**config.mk**
```make
export PLATFORM = sky130hd
export DESIGN_NAME = i2c_master_with_bus_recovery_core
export DESIGN_NICKNAME = d
export VERILOG_FILES = /design/src/hw/rtl/i2cm_pkg.sv /design/src/hw/rtl/i2cm_seq.sv /design/src/hw/rtl/i2c_master_with_bus_recovery_core.sv
export VERILOG_INCLUDE_DIRS = /design/src /design/src/hw/rtl
export SDC_FILE = /design/constraint.sdc
export NUM_CORES = 1
export LEC_CHECK = 0
export BUFFER_PORTS_ARGS = -buffer_cell sky130_fd_sc_hd__buf_2
export CAP_MARGIN = 20
export CORE_ASPECT_RATIO = 1.4
export CORE_MARGIN = 8
export CORE_UTILIZATION = 45
export CTS_BUF_LIST = sky130_fd_sc_hd__clkbuf_8
export CTS_CLUSTER_SIZE = 24
export DETAILED_ROUTE_END_ITERATION = 10
export HOLD_SLACK_MARGIN = 0.02
export SLEW_MARGIN = 15
export SYNTH_ARGS = -nofsm -noshare
export SYNTH_HDL_FRONTEND = slang
export SYNTH_SLANG_ARGS = --single-unit
```
**constraint.sdc**
```tcl
create_clock -name clk -period 6.4 [get_ports clk]
set_input_delay 0.64 -clock clk [delete_from_list [all_inputs] [get_ports clk]]
set_output_delay 0.64 -clock clk [all_outputs]
set_load 0.05 [all_outputs]
```
**src/hw/rtl/assert_macros.svh**
```systemverilog
// Assertion macros used by the top-level RTL file of the I2C master.
`ifndef ASSERT_MACROS_SVH
`define ASSERT_MACROS_SVH

// Checked on every rising edge outside reset.
`define I2CM_ASSERT(lbl, clk, rst, prop, msg) \
  lbl: assert property (@(posedge clk) disable iff (rst) prop) else $error(msg);

// Checked on every rising edge, reset included.
`define I2CM_ASSERT_ALWAYS(lbl, clk, prop, msg) \
  lbl: assert property (@(posedge clk) prop) else $error(msg);

`endif

```
**src/hw/rtl/i2cm_pkg.sv**
```systemverilog
// Package with the types, codes and sequencer step functions of the I2C master.
`timescale 1ns / 1ps
`default_nettype none

package i2cm_pkg;

  typedef enum logic [4:0] {
    PH_IDLE, PH_DELAY, PH_CLKHI, PH_WAITFREE, PH_START_SDA, PH_START_SCL,
    PH_WB_BIT, PH_WB_RISE, PH_WB_FALL, PH_WB_ACKRISE, PH_WB_ACKSAMPLE, PH_WB_AFTER,
    PH_NEEDBYTE, PH_RS_BEGIN, PH_RS_RISE, PH_RB_BEGIN, PH_RB_RISE, PH_RB_SAMPLE,
    PH_RB_ACK, PH_RB_ACKRISE, PH_RB_ACKFALL, PH_RB_END, PH_ST_BEGIN, PH_ST_RISE,
    PH_ST_END, PH_ST_DONE, PH_RC_BEGIN, PH_RC_LOW, PH_RC_RISE, PH_RC_NEXT, PH_RC_OK
  } phase_t;

  typedef enum logic [2:0] {
    ST_OK, ST_NACK, ST_TIMEOUT, ST_STUCK, ST_ARG
  } status_t;

  localparam logic [2:0] OP_TICK    = 3'd0;
  localparam logic [2:0] OP_PROBE   = 3'd1;
  localparam logic [2:0] OP_WRITE   = 3'd2;
  localparam logic [2:0] OP_READ    = 3'd3;
  localparam logic [2:0] OP_RECOVER = 3'd4;
  localparam logic [2:0] OP_SUPPLY  = 3'd5;

  localparam logic [1:0] KIND_PROBE   = 2'd0;
  localparam logic [1:0] KIND_WRITE   = 2'd1;
  localparam logic [1:0] KIND_READ    = 2'd2;
  localparam logic [1:0] KIND_RECOVER = 2'd3;

  localparam logic [1:0] ROLE_ADDR  = 2'd0;
  localparam logic [1:0] ROLE_REG   = 2'd1;
  localparam logic [1:0] ROLE_RADDR = 2'd2;
  localparam logic [1:0] ROLE_DATA  = 2'd3;

  localparam logic [1:0] STAGE_XFER    = 2'd0;
  localparam logic [1:0] STAGE_STOP    = 2'd1;
  localparam logic [1:0] STAGE_RECOVER = 2'd2;
  localparam logic [1:0] STAGE_FINAL   = 2'd3;

  localparam logic [1:0] CFG_HALF_PERIOD = 2'd0;
  localparam logic [1:0] CFG_STRETCH     = 2'd1;
  localparam logic [1:0] CFG_BUS_FREE    = 2'd2;

  localparam logic [3:0] BITS_PER_BYTE   = 4'd8;
  localparam logic [3:0] RECOVERY_PULSES = 4'd9;
  localparam logic [15:0] COUNT_MAX      = 16'hFFFF;

  typedef struct packed {
    logic [2:0]  opcode;
    logic [6:0]  address;
    logic [7:0]  reg_index;
    logic [15:0] length;
    logic [7:0]  data_byte;
    logic        scl_level;
    logic        sda_level;
  } item_t;

  typedef struct packed {
    logic [15:0] half_period;
    logic [15:0] stretch_timeout;
    logic [15:0] bus_free_timeout;
  } cfg_t;

  typedef struct packed {
    logic        scl_release;
    logic        sda_release;
    logic        busy_res;
    logic        byte_request;
    logic        read_valid;
    logic [7:0]  read_byte;
    logic        read_last;
    logic        done_res;
    logic [2:0]  status;
    logic [15:0] errors_seen;
  } result_t;

  typedef struct packed {
    phase_t      phase;
    phase_t      ret_phase;
    logic [3:0]  bit_cnt;
    logic [15:0] byte_cnt;
    logic [7:0]  shift_byte;
    logic [15:0] delay_cnt;
    logic [15:0] wait_cnt;
    logic [15:0] err_total;
    status_t     held_status;
    logic [6:0]  held_address;
    logic [7:0]  held_register;
    logic [15:0] held_length;
    logic [1:0]  held_kind;
    logic [1:0]  stage;
    logic [1:0]  role;
    logic        nack;
    logic        scl_drive;
    logic        sda_drive;
  } st_t;

  typedef struct packed {
    logic       read_valid;
    logic [7:0] read_byte;
    logic       read_last;
    logic       done;
    status_t    status;
  } flags_t;

  typedef struct packed {
    st_t    s;
    flags_t r;
  } step_t;

  localparam st_t ST_RESET = '{
    phase: PH_IDLE, ret_phase: PH_IDLE, bit_cnt: 4'd0, byte_cnt: 16'd0,
    shift_byte: 8'd0, delay_cnt: 16'd0, wait_cnt: 16'd0, err_total: 16'd0,
    held_status: ST_OK, held_address: 7'd0, held_register: 8'd0,
    held_length: 16'd0, held_kind: 2'd0, stage: 2'd0, role: 2'd0,
    nack: 1'b0, scl_drive: 1'b1, sda_drive: 1'b1
  };

  function automatic logic [15:0] sat_inc(logic [15:0] v);
    return (v == COUNT_MAX) ? v : v + 16'd1;
  endfunction

  function automatic st_t go_delay(st_t s, logic [15:0] hp, phase_t ret);
    st_t n;
    logic [15:0] hpe;
    n = s;
    hpe = (hp == 16'd0) ? 16'd1 : hp;
    n.delay_cnt = hpe - 16'd1;
    n.ret_phase = ret;
    n.phase = (hpe == 16'd1) ? ret : PH_DELAY;
    return n;
  endfunction

  function automatic st_t go_clkhi(st_t s, phase_t ret);
    st_t n;
    n = s;
    n.scl_drive = 1'b1;
    n.wait_cnt = 16'd0;
    n.ret_phase = ret;
    n.phase = PH_CLKHI;
    return n;
  endfunction

  function automatic st_t go_waitfree(st_t s, phase_t ret);
    st_t n;
    n = s;
    n.scl_drive = 1'b1;
    n.sda_drive = 1'b1;
    n.wait_cnt = 16'd0;
    n.ret_phase = ret;
    n.phase = PH_WAITFREE;
    return n;
  endfunction

  function automatic step_t complete(step_t x, status_t st);
    x.r.done = 1'b1;
    x.r.status = st;
    x.s.scl_drive = 1'b1;
    x.s.sda_drive = 1'b1;
    x.s.phase = PH_IDLE;
    return x;
  endfunction

  function automatic step_t st_begin(step_t x, logic [15:0] hp);
    x.s.sda_drive = 1'b0;
    x.s = go_delay(x.s, hp, PH_ST_RISE);
    return x;
  endfunction

  function automatic step_t rc_low(step_t x, logic [15:0] hp);
    x.s.scl_drive = 1'b0;
    x.s = go_delay(x.s, hp, PH_RC_RISE);
    return x;
  endfunction

  function automatic step_t rc_begin(step_t x, logic [15:0] hp);
    x.s.sda_drive = 1'b1;
    x.s.bit_cnt = 4'd0;
    return rc_low(x, hp);
  endfunction

  function automatic step_t fail(step_t x, status_t code, logic [15:0] hp);
    if (x.s.stage == STAGE_XFER) begin
      x.s.held_status = code;
      x.s.stage = STAGE_STOP;
      x = st_begin(x, hp);
    end else if (x.s.stage == STAGE_STOP) begin
      if (x.s.held_status == ST_OK) begin
        x.s.held_status = code;
      end
      x.s.err_total = sat_inc(x.s.err_total);
      x.s.stage = STAGE_RECOVER;
      x = rc_begin(x, hp);
    end else begin
      if (x.s.held_kind == KIND_RECOVER) begin
        x.s.held_status = code;
      end
      x = complete(x, x.s.held_status);
    end
    return x;
  endfunction

  function automatic step_t begin_stop(step_t x, logic [15:0] hp);
    x.s.stage = STAGE_STOP;
    return st_begin(x, hp);
  endfunction

  function automatic step_t wb_bit(step_t x, logic [15:0] hp);
    if (x.s.bit_cnt < BITS_PER_BYTE) begin
      x.s.sda_drive = x.s.shift_byte[7];
      x.s = go_delay(x.s, hp, PH_WB_RISE);
    end else begin
      x.s.sda_drive = 1'b1;
      x.s = go_delay(x.s, hp, PH_WB_ACKRISE);
    end
    return x;
  endfunction

  function automatic step_t need_byte(step_t x, item_t it, logic [15:0] hp);
    if (it.opcode == OP_SUPPLY) begin
      x.s.shift_byte = it.data_byte;
      x.s.bit_cnt = 4'd0;
      x.s.role = ROLE_DATA;
      x = wb_bit(x, hp);
    end else begin
      x.s.phase = PH_NEEDBYTE;
    end
    return x;
  endfunction

  function automatic step_t start_sda(step_t x, logic [15:0] hp);
    x.s.sda_drive = 1'b0;
    x.s = go_delay(x.s, hp, PH_START_SCL);
    return x;
  endfunction

  function automatic step_t rs_begin(step_t x, logic [15:0] hp);
    x.s.sda_drive = 1'b1;
    x.s.shift_byte = {x.s.held_address, 1'b1};
    x.s.role = ROLE_RADDR;
    x.s = go_delay(x.s, hp, PH_RS_RISE);
    return x;
  endfunction

  function automatic step_t rb_begin(step_t x);
    x.s.sda_drive = 1'b1;
    x.s.bit_cnt = 4'd0;
    x.s.shift_byte = 8'd0;
    x.s = go_clkhi(x.s, PH_RB_SAMPLE);
    return x;
  endfunction

  function automatic step_t begin_tx(step_t x, item_t it, logic [1:0] kind);
    x.s.held_kind = kind;
    x.s.held_address = it.address;
    x.s.held_register = it.reg_index;
    x.s.held_length = it.length;
    x.s.held_status = ST_OK;
    x.s.stage = STAGE_XFER;
    x.s.byte_cnt = 16'd0;
    x.s.role = ROLE_ADDR;
    x.s.shift_byte = {it.address, 1'b0};
    x.s = go_waitfree(x.s, PH_START_SDA);
    return x;
  endfunction

endpackage

`default_nettype wire

```
**src/hw/rtl/i2cm_seq.sv**
```systemverilog
// Bus sequencer state and the logic that advances it by one tick per transfer.
`timescale 1ns / 1ps
`default_nettype none

module i2cm_seq (
  input  wire logic              clk,
  input  wire logic              rst,
  input  wire logic              advance,
  input  wire i2cm_pkg::item_t   item,
  input  wire i2cm_pkg::cfg_t    cfg,
  output i2cm_pkg::result_t      res
);
  import i2cm_pkg::*;

  st_t   state;
  step_t x;
  logic [15:0] hp;
  logic [15:0] wait_inc;
  logic [16:0] byte_plus;
  logic [15:0] byte_inc;
  logic [3:0]  bit_inc;

  always_comb begin
    hp = cfg.half_period;
    x.s = state;
    x.r = '0;
    wait_inc = sat_inc(state.wait_cnt);
    byte_plus = {1'b0, state.byte_cnt} + 17'd1;
    byte_inc = sat_inc(state.byte_cnt);
    bit_inc = state.bit_cnt + 4'd1;
    unique case (state.phase)
      PH_IDLE: begin
        x.s.scl_drive = 1'b1;
        x.s.sda_drive = 1'b1;
        if (item.opcode == OP_PROBE) begin
          x = begin_tx(x, item, KIND_PROBE);
        end else if (item.opcode == OP_WRITE || item.opcode == OP_READ) begin
          if (item.length == 16'd0) begin
            x = complete(x, ST_ARG);
          end else if (item.opcode == OP_WRITE) begin
            x = begin_tx(x, item, KIND_WRITE);
          end else begin
            x = begin_tx(x, item, KIND_READ);
          end
        end else if (item.opcode == OP_RECOVER) begin
          x.s.held_kind = KIND_RECOVER;
          x.s.held_status = ST_OK;
          x.s.stage = STAGE_RECOVER;
          x = rc_begin(x, hp);
        end
      end
      PH_DELAY: begin
        if (state.delay_cnt != 16'd0) begin
          x.s.delay_cnt = state.delay_cnt - 16'd1;
        end
        if (x.s.delay_cnt == 16'd0) begin
          x.s.phase = state.ret_phase;
        end
      end
      PH_CLKHI: begin
        x.s.scl_drive = 1'b1;
        if (item.scl_level) begin
          x.s = go_delay(x.s, hp, state.ret_phase);
        end else begin
          x.s.wait_cnt = wait_inc;
          if (wait_inc >= cfg.stretch_timeout) begin
            x = fail(x, ST_TIMEOUT, hp);
          end
        end
      end
      PH_WAITFREE: begin
        x.s.scl_drive = 1'b1;
        x.s.sda_drive = 1'b1;
        if (item.scl_level && item.sda_level) begin
          if (state.ret_phase == PH_START_SDA) begin
            x = start_sda(x, hp);
          end else begin
            x = complete(x, state.held_status);
          end
        end else begin
          x.s.wait_cnt = wait_inc;
          if (wait_inc >= cfg.bus_free_timeout) begin
            x = fail(x, ST_STUCK, hp);
          end
        end
      end
      PH_START_SDA: x = start_sda(x, hp);
      PH_START_SCL: begin
        x.s.scl_drive = 1'b0;
        x.s.bit_cnt = 4'd0;
        x.s = go_delay(x.s, hp, PH_WB_BIT);
      end
      PH_WB_BIT: x = wb_bit(x, hp);
      PH_WB_RISE: x.s = go_clkhi(x.s, PH_WB_FALL);
      PH_WB_FALL: begin
        x.s.scl_drive = 1'b0;
        x.s.shift_byte = {state.shift_byte[6:0], 1'b0};
        x.s.bit_cnt = bit_inc;
        x.s = go_delay(x.s, hp, PH_WB_BIT);
      end
      PH_WB_ACKRISE: x.s = go_clkhi(x.s, PH_WB_ACKSAMPLE);
      PH_WB_ACKSAMPLE: begin
        x.s.nack = item.sda_level;
        x.s.scl_drive = 1'b0;
        x.s = go_delay(x.s, hp, PH_WB_AFTER);
      end
      PH_WB_AFTER: begin
        if (state.nack) begin
          x = fail(x, ST_NACK, hp);
        end else begin
          unique case (state.role)
            ROLE_ADDR: begin
              if (state.held_kind == KIND_WRITE) begin
                x = need_byte(x, item, hp);
              end else if (state.held_kind == KIND_READ) begin
                x.s.shift_byte = state.held_register;
                x.s.role = ROLE_REG;
                x.s.bit_cnt = 4'd0;
                x = wb_bit(x, hp);
              end else begin
                x = begin_stop(x, hp);
              end
            end
            ROLE_REG: x = rs_begin(x, hp);
            ROLE_RADDR: begin
              x.s.byte_cnt = 16'd0;
              x = rb_begin(x);
            end
            default: begin
              x.s.byte_cnt = byte_inc;
              if (byte_inc < state.held_length) begin
                x = need_byte(x, item, hp);
              end else begin
                x = begin_stop(x, hp);
              end
            end
          endcase
        end
      end
      PH_NEEDBYTE: x = need_byte(x, item, hp);
      PH_RS_BEGIN: x = rs_begin(x, hp);
      PH_RS_RISE: x.s = go_clkhi(x.s, PH_START_SDA);
      PH_RB_BEGIN: x = rb_begin(x);
      PH_RB_RISE: x.s = go_clkhi(x.s, PH_RB_SAMPLE);
      PH_RB_SAMPLE: begin
        x.s.shift_byte = {state.shift_byte[6:0], item.sda_level};
        x.s.bit_cnt = bit_inc;
        x.s.scl_drive = 1'b0;
        x.s = go_delay(x.s, hp, (bit_inc < BITS_PER_BYTE) ? PH_RB_RISE : PH_RB_ACK);
      end
      PH_RB_ACK: begin
        x.s.sda_drive = (byte_plus < {1'b0, state.held_length}) ? 1'b0 : 1'b1;
        x.s = go_delay(x.s, hp, PH_RB_ACKRISE);
      end
      PH_RB_ACKRISE: x.s = go_clkhi(x.s, PH_RB_ACKFALL);
      PH_RB_ACKFALL: begin
        x.s.scl_drive = 1'b0;
        x.s = go_delay(x.s, hp, PH_RB_END);
      end
      PH_RB_END: begin
        x.s.sda_drive = 1'b1;
        x.r.read_valid = 1'b1;
        x.r.read_byte = state.shift_byte;
        x.r.read_last = (byte_plus >= {1'b0, state.held_length});
        x.s.byte_cnt = byte_inc;
        if (byte_inc < state.held_length) begin
          x = rb_begin(x);
        end else begin
          x = begin_stop(x, hp);
        end
      end
      PH_ST_BEGIN: x = st_begin(x, hp);
      PH_ST_RISE: x.s = go_clkhi(x.s, PH_ST_END);
      PH_ST_END: begin
        x.s.sda_drive = 1'b1;
        x.s = go_delay(x.s, hp, PH_ST_DONE);
      end
      PH_ST_DONE: begin
        if (state.stage == STAGE_STOP) begin
          if (state.held_status == ST_OK) begin
            x = complete(x, ST_OK);
          end else begin
            x.s.err_total = sat_inc(state.err_total);
            x.s.stage = STAGE_RECOVER;
            x = rc_begin(x, hp);
          end
        end else begin
          x.s = go_waitfree(x.s, PH_RC_OK);
        end
      end
      PH_RC_BEGIN: x = rc_begin(x, hp);
      PH_RC_LOW: x = rc_low(x, hp);
      PH_RC_RISE: x.s = go_clkhi(x.s, PH_RC_NEXT);
      PH_RC_NEXT: begin
        x.s.bit_cnt = bit_inc;
        if (bit_inc < RECOVERY_PULSES) begin
          x = rc_low(x, hp);
        end else begin
          x.s.stage = STAGE_FINAL;
          x = st_begin(x, hp);
        end
      end
      PH_RC_OK: x = complete(x, state.held_status);
      default: x.s.phase = PH_IDLE;
    endcase
  end

  always_comb begin
    res.scl_release  = x.s.scl_drive;
    res.sda_release  = x.s.sda_drive;
    res.busy_res     = (x.s.phase != PH_IDLE);
    res.byte_request = (x.s.phase == PH_NEEDBYTE);
    res.read_valid   = x.r.read_valid;
    res.read_byte    = x.r.read_byte;
    res.read_last    = x.r.read_last;
    res.done_res     = x.r.done;
    res.status       = x.r.status;
    res.errors_seen  = x.s.err_total;
  end

  always_ff @(posedge clk) begin
    if (rst) begin
      state <= ST_RESET;
    end else if (advance) begin
      state <= x.s;
    end
  end

endmodule

`default_nettype wire

```
**src/hw/rtl/i2c_master_with_bus_recovery_core.sv**
```systemverilog
// Top level of the I2C master with bus recovery: handshake, configuration and result register.
`timescale 1ns / 1ps
`default_nettype none

// Each input transfer is one bus tick: it carries the sampled SCL and SDA levels and an
// optional command, and produces exactly one result transfer with the new line drives and
// status. One tick is accepted every clock cycle unless in_stall holds it; a tick passes through
// the input register and then the result register, and the sequencer state advances as the
// tick moves from the input register into the result register. Configuration writes take
// effect at once and belong only to idle periods.
`include "assert_macros.svh"

module i2c_master_with_bus_recovery_core (
  input  wire logic        clk,
  input  wire logic        rst,
  input  wire logic        cfg_we,
  input  wire logic [1:0]  cfg_index,
  input  wire logic [15:0] cfg_data,
  input  wire logic        in_valid,
  output logic             in_stall,
  input  wire logic [2:0]  opcode,
  input  wire logic [6:0]  address,
  input  wire logic [7:0]  reg_index,
  input  wire logic [15:0] length,
  input  wire logic [7:0]  data_byte,
  input  wire logic        scl_level,
  input  wire logic        sda_level,
  output logic             out_valid,
  input  wire logic        out_stall,
  output logic             scl_release,
  output logic             sda_release,
  output logic             busy_res,
  output logic             byte_request,
  output logic             read_valid,
  output logic [7:0]       read_byte,
  output logic             read_last,
  output logic             done_res,
  output logic [2:0]       status,
  output logic [15:0]      errors_seen
);
  import i2cm_pkg::*;

  cfg_t    cfg;
  item_t   held_item;
  logic    held_valid;
  logic    advance;
  logic    take_in;
  result_t res_next;
  result_t res;

  assign advance  = held_valid && (!out_valid || !out_stall);
  assign in_stall = held_valid && !advance;
  assign take_in  = in_valid && !in_stall;

  always_ff @(posedge clk) begin
    if (rst) begin
      cfg.half_period      <= 16'd5;
      cfg.stretch_timeout  <= 16'd1000;
      cfg.bus_free_timeout <= 16'd1000;
    end else if (cfg_we) begin
      unique case (cfg_index)
        CFG_HALF_PERIOD: cfg.half_period      <= cfg_data;
        CFG_STRETCH:     cfg.stretch_timeout  <= cfg_data;
        CFG_BUS_FREE:    cfg.bus_free_timeout <= cfg_data;
        default: ;
      endcase
    end
  end

  always_ff @(posedge clk) begin
    if (rst) begin
      held_valid <= 1'b0;
    end else if (take_in) begin
      held_valid <= 1'b1;
    end else if (advance) begin
      held_valid <= 1'b0;
    end
    if (take_in) begin
      held_item <= '{opcode: opcode, address: address, reg_index: reg_index,
                     length: length, data_byte: data_byte,
                     scl_level: scl_level, sda_level: sda_level};
    end
  end

  i2cm_seq u_seq (
    .clk     (clk),
    .rst     (rst),
    .advance (advance),
    .item    (held_item),
    .cfg     (cfg),
    .res     (res_next)
  );

  always_ff @(posedge clk) begin
    if (rst) begin
      out_valid <= 1'b0;
    end else if (advance) begin
      out_valid <= 1'b1;
    end else if (!out_stall) begin
      out_valid <= 1'b0;
    end
    if (advance) begin
      res <= res_next;
    end
  end

  assign scl_release  = res.scl_release;
  assign sda_release  = res.sda_release;
  assign busy_res     = res.busy_res;
  assign byte_request = res.byte_request;
  assign read_valid   = res.read_valid;
  assign read_byte    = res.read_byte;
  assign read_last    = res.read_last;
  assign done_res     = res.done_res;
  assign status       = res.status;
  assign errors_seen  = res.errors_seen;

  `I2CM_ASSERT(a_advance_fills, clk, rst, advance |=> out_valid, "tick lost after advance")
  `I2CM_ASSERT(a_done_xor_read, clk, rst, out_valid |-> !(read_valid && done_res), "done with read byte")
  `I2CM_ASSERT(a_status_done, clk, rst, (out_valid && status != ST_OK) |-> done_res, "status without done")
  `I2CM_ASSERT(a_err_monotonic, clk, rst, (advance && $past(advance) && !$past(rst)) |=> (errors_seen >= $past(errors_seen)), "error count fell")
  `I2CM_ASSERT_ALWAYS(a_reset_empty, clk, rst |=> (!out_valid && !held_valid), "valid after reset")

endmodule

`default_nettype wire

```
# Word level (Yosys, flattened, before mapping)
# Cells that the tools add are included.
# classes
reduce_logical	55
n_lt_le_gt_ge	8
n_eq_ne	111
bitwise	33
n_mux	69
add_sub_neg	7
# op_table
op	n
143-bit two-way mux	19
75-bit one-hot mux with 19 select lines	1
33-bit one-hot mux with 29 select lines	1
143-bit one-hot mux with 3 select lines	1
138-bit two-way mux	3
129-bit two-way mux	2
16-bit one-hot mux with 11 select lines	1
141-bit two-way mux	1
140-bit two-way mux	1
128-bit two-way mux	1
14-bit one-hot mux with 9 select lines	1
5-bit one-hot mux with 21 select lines	1
16-bit two-way mux	6
5-bit equality test (second input constant)	15
32-bit AND reduction	2
16-bit by 1-bit adder with 16-bit output (second input constant)	3
16-bit equality test (second input constant)	3
16-bit zero test	3
5-bit by 4-bit equality test with 1-bit output (second input constant)	9
5-bit two-way mux	9
22-bit AND reduction	2
40-bit AND reduction	1
4-bit by 3-bit != test with 1-bit output (second input constant)	9
1-bit NOT	33
65 further kinds	155
# word_totals
inputBits	67
wordCells	323
ff_bits	257

# Depth between registers and ports, before layout
# Gate-level depths: netlist of the first run.
# depth
ltp_word	10
ltp_mapped	19
mapped_depth_nobuf	17

# Hierarchy
# From an unflattened synthesis of the first run, not the netlist that was laid out.
# hier_totals
cells_unflattened	2074
hier_area_um2	17231.5
# modules_own_cells
mod	n_inst	area_each_um2	cells_each	seq_area_each_um2
i2cm_seq	1	12862.3	1798	2582.5
i2c_master_with_bus_recovery_core	1	4369.2	276	3343.2

# Worst setup path after synthesis of the first run
# OpenSTA, ideal clock, no wires.
# synth_timing
path_kind	register to register
startpoint	register u_seq.state[62] in the netlist's numbering
endpoint	register res, in the netlist busy_res, data pin
path_buffers	1
setup_slack_ps	1938
required_time_ps	6132
synth_period_minus_slack_ps	4462
arrival_ps	4194
path_stages_with_launch	18
cell_sequence	dfxtp_1 > and4_1 > nand4_1 > nor2_1 > nand3_1 > nand2b_1 > nor2_1 > xor2_1 > ha_1 > a21oi_1 > o21ai_0 > a2111oi_0 > o21ai_1 > clkbuf_1 > o311a_1 > or4_1 > a21oi_1 > nand3_1
# synth_rtl
item	line	text
start: declaration	i2cm_seq.sv:15	st_t state;
start signal: assignment	i2cm_seq.sv:225	state <= x.s;
end signal: assignment	i2c_master_with_bus_recovery_core.sv:103	res <= res_next;
end: declaration	i2c_master_with_bus_recovery_core.sv:49	result_t res;

==> results.toml, run 1 <==
[cts]
post_cts_resized = 0
clock_latency_ps = 590
path_clk_slew_ps = 60
cts.sinks = 257
cts_buffer_depth = 3
cts_hold_buf = 0
cts_root_buffer = "clkbuf_8"
htree_levels = 2
cts_buffers = 44
post_cts_buffers = 0
cts_tree = "done"

[synthesis]
yosys.area_share.simple_pct = 25.6
synthAdderAreaFrac_pct = 6.01
yosysSeqAreaShare_pct = 36.0
synthesis.nets = 2230
avgSynthCellArea_sq_um = 7.89
synth_cell_type_count = 94
synth.mux.area_fraction_pct = 0.882
ys.flop_type = "dfxtp_1"
yosysWarningCount = 0
synth-xor-area-share_pct = 2.66
syn_inst = 2084
synth_top_family_by_area = "simple AND/OR/NAND/NOR gates"
synth_compound_area_share_pct = 23.9
yosys-top-cells-count = "nand2_1 (297), a21oi_1 (222), nor2_1 (186)"
synth_area_leaders = "dfxtp_1 (22%), edfxtp_1 (14%), nand2_1 (6.8%), a21oi_1 (6.8%), ha_1 (6.0%)"
syn_area_sq_mm = 0.0164
ys_async_sr_fraction_pct = 0
synth_top_cell_area_share_pct = 21.8
ys_ff_latch = 257
yosysMostFrequentCell = "nand2_1"
yosysTopAreaCell = "dfxtp_1"
synth_edf_count = 78

[drt]
drt-pass1-iter-count = 6
antenna_left = 0
vias_per_cell = 6.15
drc = 0
vias = 16200
wirelength_mm = 58.8
wl_per_cell_um = 22.3
drt_iter0_markers = 1689

[critical_path]
worstReg2RegEnd = "busy_res"
cp_slowest_stage_delay_ps = 470
r2r_cells = 17
crit_chain = "and4_1 > nand4_1 > nor2_1 > nand3_1 > nand2b_1 > nor2_1 > xor2_1 > ha_1 > and3_1 > a221o_1 > a21oi_1 > a21oi_1 > a211o_1 > o21ai_0 > nand3b_1 > a21oi_1 > nand3_1"
critPathMaxFanout = 9
worstPathArrival_ps = 5620
startpoint_type = "flop"
r2r_setup_slack_ps = 1090
required_ps = 6700
r2r_start = "u_seq.state[62]"
cpLargestDelayFamily = "simple AND/OR/NAND/NOR gates"
worstSetupPathType = "flop to flop"
crit_slowest_cell = "nor2_1"
worst_setup_path_end_kind = "flop"
cpMostUsedCell = "a21oi_1"
crit_buf_inv = 0

[floorplanning]
dieWidth_um = 178
boundaryPins = 103
die_area_sq_mm = 0.0430
core-area_sq_mm = 0.0363
start_util_pct = 45.3
die_y_um = 242
num_rows = 83

[min_path]
whs_path_depth = 1
hp-start = "data_byte[0]"
hold_path_class = "input pin to flop"
min_delay_worst_endpoint = "held_item[2]"

[power_and_ir_drop]
power_w = 0.00417
p_leak_nw = 6.96
peakVddDrop_mv = 0.235
power_density_mw_per_mm2 = 228

[cells_and_area]
utilization_pct = 50.3
n_fill_cell = 3644
syn_to_final_growth_pct = 11.1
nets = 2285
diodes = 0
drive_above_1_share_pct = 11.8

[global_route]
grt_pass1_wl_mm = 90.5
grt_max_degree = 95
grt_use_total_pct = 26.6
antenna_found_initial = 2
grt_pass1_vias = 15800
grt-ovfl-total = 0

[placed_design]
place.gp.congestion = 1.06
dpl_worst_slack_ps = 1140
port_buffers = 102
dpl.hpwl_mm = 43.0

[sta]
rsz0062_at_grt = "false"
fin_crit_sh_pct = 83.0
fin_ws_ps = 1090
hold_violations = 0
clock.fmax_mhz = 188
fin_worst_skew_ps = 24.0
finalSetupViolCount = 0
tns_ps = 0
maxSlewHeadroom_pct = 16.8
fin_crit_ps = 5310
drv_slew = 0
tightest_slew_ps = 1250

[run_status]
status = "complete, no violations"

[job]
max_cap_viol_count = 0
-- layout by cell type (no fill, tap or decap), types with 15 or more instances in the layout --
cell type | Yosys | layout
nor2b_1 | 23 | 22
clkbuf_8 | 0 | 51
a31oi_1 | 36 | 36
xnor2_1 | 28 | 28
buf_4 | 0 | 38
edfxtp_1 | 78 | 78
nand2_1 | 297 | 297
nand4_1 | 27 | 27
o22ai_1 | 17 | 17
a22oi_1 | 24 | 24
nor2_1 | 186 | 186
a21oi_1 | 222 | 222
dfxtp_1 | 179 | 178
nand3_1 | 60 | 60
nor4_1 | 27 | 26
ha_1 | 79 | 79
o211ai_1 | 16 | 16
buf_2 | 24 | 101
nand2b_1 | 40 | 40
a211oi_1 | 19 | 19
or3_1 | 24 | 24
or2_2 | 15 | 15
o21ai_0 | 126 | 126
a211o_1 | 18 | 18
nor3_1 | 47 | 46
inv_1 | 75 | 86
and3_1 | 16 | 16
nand3b_1 | 16 | 16
xor2_1 | 22 | 22
and2_1 | 21 | 21
-- flip-flops by register name, indices dropped and copies added (netlist names), 3 cells and up --
| register | cells |
|---|---|
| read_byte | 8 |
| held_item | 44 |
| cfg | 48 |
| u_seq.state | 129 |
| status | 3 |
| errors_seen | 16 |
-- power breakdown --
part / internal [W] / leakage [nW] / switching (W)
Combinational: 0.000230 / 4.23 / 0.000509
Clock: 0.000929 / 0.536 / 0.000708
Sequential: 0.00174 / 2.20 / 0.0000579
Total: 0.00290 / 6.96 / 0.00127
-- cell type report --
| class | instances | area, sq um | area share [%] |
|---|---|---|---|
| flip-flops and latches | 257 | 5930 | 32.4 |
| clock buffers | 51 | 702 | 3.84 |
| inverters | 76 | 285 | 1.56 |
| multi-input cells | 1620 | 9730 | 53.2 |
| well taps | 467 | 584 | 3.20 |
| clock inverters | 28 | 249 | 1.36 |
| repair buffers | 140 | 802 | 4.39 |
-- worst max path at each step --
stage	endpoint	cells after the start	start	slack (ps)
3_3_place_gp	u_seq.state[87]	17	u_seq.state[62]	1350
6_report	busy_res	17	u_seq.state[62]	1090
3_5_place_dp	u_seq.state[87]	17	u_seq.state[62]	1140
4_1_cts	u_seq.state[87]	17	u_seq.state[62]	1130
5_1_grt	u_seq.state[87]	18	u_seq.state[62]	580
2_1_floorplan	busy_res	17	u_seq.state[62]	1940
-- metrics by stage --
stage / hold slack [ps] / std cells / cell area [sq um]
after detailed placement: 446 / 2560 / 17300
after CTS: 193 / 2639 / 18300
after global placement: 444 / 2560 / 17300
final: 224 / 2639 / 18300
after floorplan: 436 / 2084 / 16400
after global routing: 200 / 2639 / 18300
-- logic make-up (layout without fill, tap and decap cells) --
| group | count (synthesis) | after routing |
|---|---|---|
| AND/OR/NAND/NOR | 858 | 858 |
| AO/OA/AOI/OAI | 619 | 619 |
| flip-flops | 257 | 257 |
| buffers and inverters | 207 | 295 |
| adder cells (fa/ha/maj) | 79 | 79 |
| XOR/XNOR | 50 | 50 |
| multiplexers | 14 | 14 |
-- metal layers --
metal  wire length (um)  vias to the layer above  track usage (%)
li1                   -                     7705                -
met2              27900                      673             44.1
met1              23300                     7637             31.7
met3               4030                      216             4.65
met5                 13                        -                0
met4               3640                        2             15.7
Power figures use the tool's default switching activity.
==> inputs of run 2 (changes only) <==
- clock period: 6.4 -> 5.38 ns (I/O delays scaled with it)
==> run 2 against run 1 <==
  * Non-clock buffer count up 19
  * Clock skew down 5.9 ps
  * Combinational power up 22%
==> results.toml, run 2 (synthesis results as in run 1) <==
[run_status]
status = "complete, no violations"

[floorplanning]
boundaryPins = 103
die_y_um = 242
core-area_sq_mm = 0.0363
start_util_pct = 45.3
num_rows = 83
die_area_sq_mm = 0.0430
dieWidth_um = 178

[critical_path]
worstPathArrival_ps = 5310
worstSetupPathType = "flop to flop"
worstSetupEndpoint = "u_seq.state[118]"
worstReg2RegEnd = "u_seq.state[118]"
critPathMaxFanout = 9
r2r_start = "u_seq.state[62]"
required_ps = 5840
r2r_setup_slack_ps = 530
r2r_cells = 18
crit_start = "u_seq.state[62]"
worst_setup_path_end_kind = "flop"
startpoint_type = "flop"

[cells_and_area]
largest-register = "u_seq.state"
n_fill_cell = 3665
layout_commonest_cell = "nand2_1"
top_regs = "u_seq.state: 129 flops, cfg: 48 flops, held_item: 44 flops"
regArea_sq_mm = 0.00593
drive_above_1_share_pct = 12.2
largest_reg_flops = 129
multiInputGateArea_sq_mm = 0.00973
nets = 2304
final_cell_mix = "nand2_1 (297), a21oi_1 (222), nor2_1 (186)"
syn_to_final_growth_pct = 11.8

[power_and_ir_drop]
intPower_w = 0.00336
power_density_mw_per_mm2 = 265
sw_frac_of_total_pct = 30.9
switchingPower_w = 0.00150
comb_power_share_pct = 18.6
p_leak_nw = 7.04
peakVddDrop_mv = 0.214
seq_power_share_pct = 43.9
p_clk_share_pct = 37.5

[drt]
wl_per_cell_um = 22.6
antenna_left = 0
vias_per_cell = 6.20
drt_iter0_markers = 1557
vias = 16500
drt-pass1-iter-count = 7
wirelength_mm = 60.1
drc = 0

[cts]
cts_hold_buf = 0
htree_levels = 2
cts_tree = "done"
clock_latency_ps = 570
path_clk_slew_ps = 60
post_cts_resized = 0
cts_buffers = 44
cts.sinks = 257
post_cts_buffers = 0
cts_root_buffer = "clkbuf_8"
cts_buffer_depth = 3

[sta]
finalSetupViolCount = 0
rsz0062_at_grt = "false"
fin_crit_ps = 4850
tns_ps = 0
tightest_slew_ps = 1100
drv_slew = 0
fin_crit_sh_pct = 90.1
fin_worst_skew_ps = 18.1
hold_violations = 0
clock.fmax_mhz = 206
maxSlewHeadroom_pct = 26.0
fin_ws_ps = 535

[placed_design]
port_buffers = 102
dpl_worst_slack_ps = 417
dpl.hpwl_mm = 44.0
place.gp.congestion = 1.02

[job]
max_cap_viol_count = 0

[global_route]
antenna_found_initial = 4
grt_pass1_vias = 16200
grt_max_degree = 120
grt_pass1_wl_mm = 93.7
grt-ovfl-total = 0
grt_use_total_pct = 27.6

[min_path]
hold_path_class = "input pin to flop"
run 2: cell types whose count changed in the layout (fill, tap and decap cells not counted), sizes merged:
cell | before | now
buf | 140 | 159
inv | 88 | 95
clkbuf | 51 | 48
clkinv | 11 | 9
bufinv | 5 | 4
diode | 0 | 1
run 2: how the worst min path moves through the flow:
stage                          startpoint              end  slack (ps)  cells past startpoint
after floorplan                   cfg[10]          cfg[10]         440                      2
after global placement            cfg[10]          cfg[10]         440                      2
after detailed placement  u_seq.state[18]  u_seq.state[18]         450                      2
after CTS                      length[13]    held_item[23]          90                      1
after global routing           length[15]    held_item[25]         100                      1
final                        reg_index[7]    held_item[33]         140                      1
run 2: worst max-delay path, cell delays in order (launching register included):
cell      delay [ps]
dfxtp_1          450
and4_1           310
nand4_1          160
nor2_1           210
buf_4            180
nand3_2          200
nand2b_1         160
nor2_1            80
xor2_1           190
ha_1             260
and3_1           200
a221o_1          310
a21oi_1          380
nand2_1          220
o221ai_1         580
a31oi_1          220
and3_1           310
a211o_1          280
o41ai_1           50
run 2: area by class of cell:
cell class	instances	share of cell area, %
clock inverters	32	1.27
inverters	76	1.55
repair buffers	159	5.21
well taps	467	3.18
flip-flops and latches	257	32.2
diodes	1	0.0136
multi-input cells	1620	52.9
clock buffers	48	3.59
run 2: power groups by stage:
| stage | Clock (W) | Combinational, W | Sequential, W |
|---|---|---|---|
| final | 0.00183 | 0.000905 | 0.00213 |
| after global routing | 0.00197 | 0.000971 | 0.00214 |
| after CTS | 0.00188 | 0.000881 | 0.00213 |
| after detailed placement | 0 | 0.000877 | 0.00217 |
| after global placement | 0 | 0.000877 | 0.00217 |
| after floorplan | 0 | 0.000552 | 0.00218 |
run 2: routing by layer:
layer / global-route usage, % / wire length (um) / vias to the layer above
met5: 0 / 13 / -
met4: 16.9 / 3910 / 2
met3: 4.96 / 4390 / 218
met2: 45.5 / 28600 / 705
met1: 32.5 / 23200 / 7835
li1: - / - / 7741
run 2: metrics by stage:
step	instance area (sq um)	cells	utilization, %	power [W]	hold slack (ps)
floorplan	16400	2084	-	0.00274	436
global placement	17500	2579	48.1	0.00305	444
detailed placement	17500	2579	48.1	0.00305	448
CTS	18400	2659	50.6	0.00490	92.5
global route	18400	2660	50.6	0.00508	103
finish	18400	2660	50.6	0.00486	138
